<file path="config.mk">
export PLATFORM = sky130hd
export DESIGN_NAME = gocm_ctrl
export DESIGN_NICKNAME = d
export VERILOG_FILES = /design/src/sv/gocm_pkg.sv /design/src/sv/gocm_ctrl.sv
export SDC_FILE = /design/constraint.sdc
export NUM_CORES = 1
export LEC_CHECK = 0
export BUFFER_PORTS_ARGS = -buffer_cell sky130_fd_sc_hd__buf_2
export CAP_MARGIN = 25
export CORE_UTILIZATION = 46
export DETAILED_ROUTE_END_ITERATION = 12
export PLACE_DENSITY = 0.77
export SLEW_MARGIN = 20
export SYNTH_ARGS = -nofsm -noshare
export SYNTH_HDL_FRONTEND = slang
export SYNTH_SLANG_ARGS = --single-unit
</file>
<file path="constraint.sdc">
create_clock -name i_clk -period 1.8 [get_ports i_clk]
set_input_delay 0.09 -clock i_clk [delete_from_list [all_inputs] [get_ports i_clk]]
set_output_delay 0.09 -clock i_clk [all_outputs]
set_load 0.02 [all_outputs]
</file>
<file path="src/sv/gocm_pkg.sv">
// shared constants, types and command/status structs for the group overlap cross match
`timescale 1ns / 1ps
package gocm_pkg;

    // sizing
    localparam int MAX_TARGETS = 1024;
    localparam int MAX_MATCHES = 64;
    localparam int COUNT_BITS  = 24;

    // fixed field widths
    localparam int IDX_W      = 10;
    localparam int GID_W      = 11;
    localparam int TCNT_W     = 11;
    localparam int SIZE_W     = 24;
    localparam int SIG_W      = 16;
    localparam int MODE_W     = 2;
    localparam int MERIT_W    = 48;
    localparam int FRAC_W     = 24;
    localparam int CFG_IDX_W  = 2;
    localparam int CFG_DATA_W = 16;

    // derived widths
    localparam int TGT_W   = (MAX_TARGETS > 1) ? $clog2(MAX_TARGETS) : 1;
    localparam int FILL_W  = $clog2(MAX_MATCHES + 1);
    localparam int NUM_W   = 2 * COUNT_BITS;
    localparam int DEN_W   = COUNT_BITS + SIZE_W;
    localparam int S2_W    = 2 * SIG_W;
    localparam int RHS_W   = S2_W + SIZE_W;
    localparam int SQ_FRAC = 16;
    localparam int SCMP_W  = (NUM_W + SQ_FRAC > RHS_W) ? NUM_W + SQ_FRAC : RHS_W;
    localparam int DCMP_W  = (NUM_W > DEN_W + FRAC_W) ? NUM_W : DEN_W + FRAC_W;
    localparam int DCNT_W  = $clog2(MERIT_W);

    localparam logic [COUNT_BITS-1:0] CNT_MAX       = '1;
    localparam logic [MERIT_W-1:0]    MERIT_MAX     = '1;
    localparam logic [MERIT_W-1:0]    MERIT_INT_MAX = MERIT_MAX >> FRAC_W;

    // configuration register indexes
    localparam logic [CFG_IDX_W-1:0] CFG_MATCH_MODE   = 2'd0;
    localparam logic [CFG_IDX_W-1:0] CFG_SIGNIFICANCE = 2'd1;
    localparam logic [CFG_IDX_W-1:0] CFG_TARGET_COUNT = 2'd2;
    localparam logic [TCNT_W-1:0]    TCOUNT_RESET     = 11'd1024;

    // merit modes
    localparam logic [MODE_W-1:0] MM_SHARE_SQ = 2'd0;
    localparam logic [MODE_W-1:0] MM_FRAC     = 2'd1;
    localparam logic [MODE_W-1:0] MM_COUNT    = 2'd2;
    localparam logic [MODE_W-1:0] MM_SUM      = 2'd3;

    // controller to datapath commands
    typedef struct packed {
        logic acc_size;
        logic acc_part;
        logic rd_part;
        logic hit_inc;
        logic clr_wr;
        logic scan_cap;
        logic scan_rhs;
        logic j_inc;
        logic div_start;
        logic div_sel;
        logic m_direct;
        logic m_take;
        logic m_add;
        logic ins;
        logic emit;
        logic tot_clr;
    } t_cmd;

    // datapath to controller status
    typedef struct packed {
        logic              j_last;
        logic              keep;
        logic              sig;
        logic [MODE_W-1:0] mode;
        logic              div_done;
        logic              fill_last;
        logic              part_hit;
        logic              part_last;
        logic              out_free;
    } t_sts;

endpackage

</file>
<file path="src/sv/gocm_ctrl.sv">
// controller state machine: clearing pass, particle update, end-of-group scan, result output
`timescale 1ns / 1ps
module gocm_ctrl
    import gocm_pkg::*;
(
    input  logic i_clk,
    input  logic i_rst_n,
    input  logic i_valid,
    input  logic i_mode,
    output logic o_ready,
    input  t_sts i_sts,
    output t_cmd o_cmd
);

    typedef enum logic [3:0] {
        ST_CLR,
        ST_IDLE,
        ST_PWR,
        ST_SRD,
        ST_SMUL,
        ST_SRHS,
        ST_SCMP,
        ST_DIVA,
        ST_DIVB,
        ST_INS,
        ST_EMIT
    } t_state;

    t_state r_state;
    t_state n_state;

    // state register
    always_ff @(posedge i_clk) begin
        if (!i_rst_n) begin
            r_state <= ST_CLR;
        end else begin
            r_state <= n_state;
        end
    end

    // next state and commands
    always_comb begin
        n_state = r_state;
        o_cmd   = '0;
        case (r_state)
            ST_CLR: begin
                o_cmd.clr_wr = 1'b1;
                o_cmd.j_inc  = 1'b1;
                if (i_sts.j_last) begin
                    n_state = ST_IDLE;
                end
            end
            ST_IDLE: begin
                o_cmd.rd_part = 1'b1;
                if (i_valid) begin
                    if (i_mode) begin
                        o_cmd.acc_part = 1'b1;
                        n_state        = ST_PWR;
                    end else begin
                        o_cmd.acc_size = 1'b1;
                    end
                end
            end
            ST_PWR: begin
                o_cmd.hit_inc = i_sts.part_hit;
                n_state       = i_sts.part_last ? ST_SRD : ST_IDLE;
            end
            ST_SRD: begin
                n_state = ST_SMUL;
            end
            ST_SMUL: begin
                // count is cleared as it is read
                o_cmd.scan_cap = 1'b1;
                o_cmd.clr_wr   = 1'b1;
                if (i_sts.keep) begin
                    n_state = ST_SRHS;
                end else begin
                    o_cmd.j_inc   = 1'b1;
                    o_cmd.tot_clr = i_sts.j_last;
                    n_state       = i_sts.j_last ? ST_EMIT : ST_SRD;
                end
            end
            ST_SRHS: begin
                o_cmd.scan_rhs = 1'b1;
                n_state        = ST_SCMP;
            end
            ST_SCMP: begin
                if (!i_sts.sig) begin
                    o_cmd.j_inc   = 1'b1;
                    o_cmd.tot_clr = i_sts.j_last;
                    n_state       = i_sts.j_last ? ST_EMIT : ST_SRD;
                end else begin
                    case (i_sts.mode)
                        MM_COUNT: begin
                            o_cmd.m_direct = 1'b1;
                            n_state        = ST_INS;
                        end
                        MM_FRAC: begin
                            o_cmd.div_start = 1'b1;
                            o_cmd.div_sel   = 1'b1;
                            n_state         = ST_DIVB;
                        end
                        default: begin
                            o_cmd.div_start = 1'b1;
                            n_state         = ST_DIVA;
                        end
                    endcase
                end
            end
            ST_DIVA: begin
                if (i_sts.div_done) begin
                    o_cmd.m_take = 1'b1;
                    if (i_sts.mode == MM_SUM) begin
                        o_cmd.div_start = 1'b1;
                        o_cmd.div_sel   = 1'b1;
                        n_state         = ST_DIVB;
                    end else begin
                        n_state = ST_INS;
                    end
                end
            end
            ST_DIVB: begin
                if (i_sts.div_done) begin
                    o_cmd.m_take = 1'b1;
                    o_cmd.m_add  = (i_sts.mode == MM_SUM);
                    n_state      = ST_INS;
                end
            end
            ST_INS: begin
                o_cmd.ins     = 1'b1;
                o_cmd.j_inc   = 1'b1;
                o_cmd.tot_clr = i_sts.j_last;
                n_state       = i_sts.j_last ? ST_EMIT : ST_SRD;
            end
            ST_EMIT: begin
                if (i_sts.out_free) begin
                    o_cmd.emit = 1'b1;
                    if (i_sts.fill_last) begin
                        n_state = ST_IDLE;
                    end
                end
            end
            default: begin
                n_state = ST_IDLE;
            end
        endcase
    end

    assign o_ready = (r_state == ST_IDLE);

endmodule

</file>
==> report_table.html <==
<table>
<tr><th>Metric</th><th>Value</th></tr>
<tr><th colspan="2">Status</th></tr>
<tr><td>Result of the run</td><td>finished clean</td></tr>
<tr><th colspan="2">Timing</th></tr>
<tr><td>Endpoints failing setup</td><td>0</td></tr>
<tr><td>Worst-case clock skew</td><td>5.72 ps</td></tr>
<tr><td>RSZ-0062 raised after global routing</td><td>false</td></tr>
<tr><td>Number of hold violations in the final report</td><td>0</td></tr>
<tr><td>Final cycle utilization of the critical path</td><td>96.0%</td></tr>
<tr><td>Final-layout setup total negative slack</td><td>0 ps</td></tr>
<tr><td>Achievable frequency</td><td>a little under 600 MHz</td></tr>
<tr><td>Transition time at the pin with the least slew margin</td><td>about 340 ps</td></tr>
<tr><td>Slew Limit Headroom</td><td>between 70% and 80%</td></tr>
<tr><td>Max-slew violation total from the final report</td><td>0</td></tr>
<tr><td>Final min period</td><td>1730 ps</td></tr>
<tr><th colspan="2">Worst setup path</th></tr>
<tr><td>Largest fanout on the critical path</td><td>13</td></tr>
<tr><td>Startpoint Class</td><td>flop</td></tr>
<tr><td>Buffers &amp; Inverters on Critical Path</td><td>2</td></tr>
<tr><td>Crit path cell chain</td><td>buf_4, nor2b_1, and3_1, and2_1, buf_2</td></tr>
<tr><td>Kind of cell adding the most delay to the critical path</td><td>simple AND/OR/NAND/NOR gates</td></tr>
<tr><td>Path type of the worst setup path</td><td>reg -&gt; out</td></tr>
<tr><td>CP Data Arrival Time</td><td>1640 ps</td></tr>
<tr><td>Required time reported for the critical path endpoint</td><td>1710 ps</td></tr>
<tr><td>Endpoint class of the critical path</td><td>output pin</td></tr>
<tr><td>Critical-path top delay cell</td><td>dfxtp_1</td></tr>
<tr><td>Worst path max stage delay</td><td>a little under 400 ps</td></tr>
<tr><th colspan="2">Placed design</th></tr>
<tr><td>Global placer's final weighted congestion</td><td>0.913</td></tr>
<tr><td>Dpl cell area</td><td>between 800 and 900 sq um</td></tr>
<tr><td>Number of cells after detailed placement</td><td>140</td></tr>
<tr><td>Port-buffer cells</td><td>30</td></tr>
<tr><td>Final HPWL DP</td><td>1.49 mm</td></tr>
<tr><th colspan="2">Layout</th></tr>
<tr><td>Syn-to-layout area delta</td><td>28.2%</td></tr>
<tr><td>Ant. Diodes</td><td>0</td></tr>
<tr><td>Non-filler cells, final</td><td>143</td></tr>
<tr><td>Max FFs per register</td><td>4</td></tr>
<tr><td>Biggest register</td><td>r_state</td></tr>
<tr><td>Fraction of final layout cells sized beyond drive strength 1</td><td>40.6%</td></tr>
<tr><td>Largest registers in the final layout</td><td>r_state: 4 flops</td></tr>
<tr><td>Count of nets after finishing</td><td>around 150</td></tr>
<tr><td>Post-route cell area</td><td>about 900 sq um</td></tr>
<tr><th colspan="2">Logic synthesis</th></tr>
<tr><td>Synth Warn #</td><td>0</td></tr>
<tr><td>Number of synthesized flops with an enable pin</td><td>0</td></tr>
<tr><td>Cells after synthesis</td><td>96</td></tr>
<tr><td>Most used flip-flop cell after synthesis</td><td>dfxtp_1</td></tr>
<tr><td>Share of synthesized area occupied by flip-flops and latches</td><td>11.4%</td></tr>
<tr><td>Syn Nets</td><td>114</td></tr>
<tr><td>Mean instance size in the synthesized netlist</td><td>7.30 sq um</td></tr>
<tr><td>Cell area after technology mapping</td><td>approximately 700 sq um</td></tr>
<tr><td>Fraction of synthesis flops using an asynchronous set or reset pin</td><td>0%</td></tr>
<tr><td>Flop and latch count out of synthesis</td><td>4</td></tr>
<tr><td>Unique cell type count in the Yosys netlist</td><td>40</td></tr>
<tr><th colspan="2">Route</th></tr>
<tr><td>WL final</td><td>2.01 mm</td></tr>
<tr><td>Average via count per standard cell</td><td>6.02</td></tr>
<tr><td>Total number of vias</td><td>about 860</td></tr>
<tr><td>Detailed-route DRC error count</td><td>0</td></tr>
<tr><td>Pre-antenna DRT Iters</td><td>4</td></tr>
<tr><td>Antenna-violating nets left</td><td>0</td></tr>
<tr><td>Starting DRT DRC Count</td><td>between 40 and 50</td></tr>
<tr><td>Per-cell routed wire length</td><td>14.0 um</td></tr>
<tr><th colspan="2">CTS</th></tr>
<tr><td>Clock latency reported for the late side of the worst-skew pair</td><td>240 ps</td></tr>
<tr><td>Number of clock sinks seen by CTS</td><td>4</td></tr>
<tr><td>Clock buffers created by TritonCTS</td><td>3</td></tr>
<tr><td>Clock Root Buffer</td><td>clkbuf_4</td></tr>
<tr><td>TritonCTS clock tree</td><td>done</td></tr>
<tr><td>Clock transition at the registers of the reported paths</td><td>40 ps</td></tr>
<tr><td>H-tree depth</td><td>1</td></tr>
<tr><td>Max Root-Sink Buffers</td><td>2</td></tr>
<tr><th colspan="2">Floorplanning</th></tr>
<tr><td>Standard cell core area</td><td>~0.0014 sq mm</td></tr>
<tr><td>Area enclosed by the die boundary</td><td>between 0.0015 and 0.002 sq mm</td></tr>
<tr><td>Count of pins on the block boundary</td><td>31</td></tr>
<tr><td>Die width</td><td>41.0 um</td></tr>
<tr><td>Die outline height</td><td>41.0 um</td></tr>
<tr><td>Starting Density</td><td>between 50 and 60%</td></tr>
<tr><td>Count of standard-cell rows</td><td>13</td></tr>
<tr><th colspan="2">Global route</th></tr>
<tr><td>Number of antenna violations at the first check in global routing</td><td>0</td></tr>
<tr><td>Pin count of the biggest net entering global routing</td><td>17</td></tr>
<tr><td>Vias in the first global route</td><td>646</td></tr>
<tr><td>Global-route wire length before repair</td><td>2.77 mm</td></tr>
<tr><td>Overall track demand over capacity in global routing</td><td>25.0%</td></tr>
<tr><td>Total congestion overflow after global routing</td><td>0</td></tr>
<tr><th colspan="2">Pwr</th></tr>
<tr><td>Max IR drop VDD</td><td>0.803 mV</td></tr>
<tr><td>Sum of internal, switching and leakage power</td><td>1.02 mW</td></tr>
<tr><td>Leakage</td><td>0.444 nW</td></tr>
<tr><td>Areal power density over the cells</td><td>about 1100 mW/mm^2</td></tr>
<tr><th colspan="2">Job</th></tr>
<tr><td>Max-cap violations</td><td>0</td></tr>
<tr><th colspan="2">Hold path</th></tr>
<tr><td>Worst min-delay path category</td><td>in -&gt; reg</td></tr>
</table>
-- area by class of cell --
cell class,count,area (sq um)
Tap cell,15,18.8
Inverter,5,18.8
Timing Repair Buffer,37,203
Clock buffer,3,22.5
Multi-Input combinational cell,79,549
Fill cell,121,468
Sequential cell,4,86.3
-- worst paths after layout --
kind              startpoint         end  slack, ps  cells after the start
setup / recovery  r_state[3]    o_cmd[5]         70                      5
hold / removal       i_rst_n  r_state[1]        140                      2
setup reg to reg  r_state[3]  r_state[1]        130                      4
hold reg to reg   r_state[3]  r_state[3]        590                      2
-- cell families (layout without fill, tap and decap cells) --
family | after synthesis | count (layout) | share of synthesized area, %
buffers and inverters | 13 | 45 | 11.2
multiplexers | 1 | 1 | 1.43
XOR/XNOR | 1 | 1 | 1.25
adder cells (fa/ha/maj) | 4 | 4 | 7.14
flip-flops | 4 | 4 | 11.4
AND/OR/NAND/NOR | 44 | 44 | 36.4
AO/OA/AOI/OAI | 29 | 29 | 31.1
-- metrics by stage --
step / setup WS [ps] / hold WS, ps / utilization, %
2_1_floorplan: 89.2 / 218 / -
3_3_place_gp: 177 / 369 / 63.1
3_5_place_dp: 86.3 / 375 / 63.1
4_1_cts: 86.0 / 133 / 64.8
5_1_grt: 4.66 / 143 / 65.8
6_report: 71.9 / 143 / 65.8
-- layer usage --
layer / vias up / share of wire, % / routed length [um] / GRT usage, %
li1: 418 / - / - / -
met1: 395 / 42 / 841 / 32.4
met2: 46 / 49 / 988 / 39.1
met3: 2 / 8.4 / 169 / 7.61
met4: 0 / 0.45 / 9 / 7.50
met5: - / 0 / 0 / 0
-- repair_timing --
action,in CTS,in global routing
resized for setup,1,4
buffers inserted,0,0
hold endpoints to repair,0,0
hold buffers,0,0
setup endpoints to repair,2,2
pin swaps,0,0
-- synthesized netlist by cell type, types with 2 or more instances --
cell type	number	share of area [%]
nor2_1	8	4.3
nand2_1	7	3.8
a21oi_1	6	4.3
nor2b_1	6	5.4
nor3_1	6	4.3
buf_4	5	5.4
dfxtp_1	4	11
ha_1	4	7.1
inv_1	4	2.1
and3_1	3	2.7
nand2b_1	3	2.7
o21ai_0	3	2.1
o22ai_1	3	2.7
a21boi_1	2	2.1
a31oi_1	2	1.8
and2b_1	2	2.1
and4_1	2	2.5
clkbuf_1	2	1.1
nand3_1	2	1.4
o21ai_1	2	1.4
-- cells in the final DEF, fill, tap and decap left out, types with 3 or more instances in the layout --
cell type,count
a21oi_1,6
and3_1,3
buf_2,30
buf_4,7
clkbuf_4,3
ha_1,4
inv_1,4
nand2_1,7
nor2_1,8
nor2b_1,6
nor3_1,6
o21ai_0,3
o22ai_1,3
-- report_power, final --
part           switching, mW  internal [mW]
Sequential            0.0791          0.122
Clock                 0.0393         0.0748
Combinational          0.396          0.306
Total                  0.514          0.503
-- worst reg2reg max path: cells and delay by family (launching register included) --
kind               cells  cell delay [ps]
AOI/OAI and AO/OA      3              510
DFF                    1              490
and+or+nand+nor        1              550
Power figures use the tool's default switching activity.
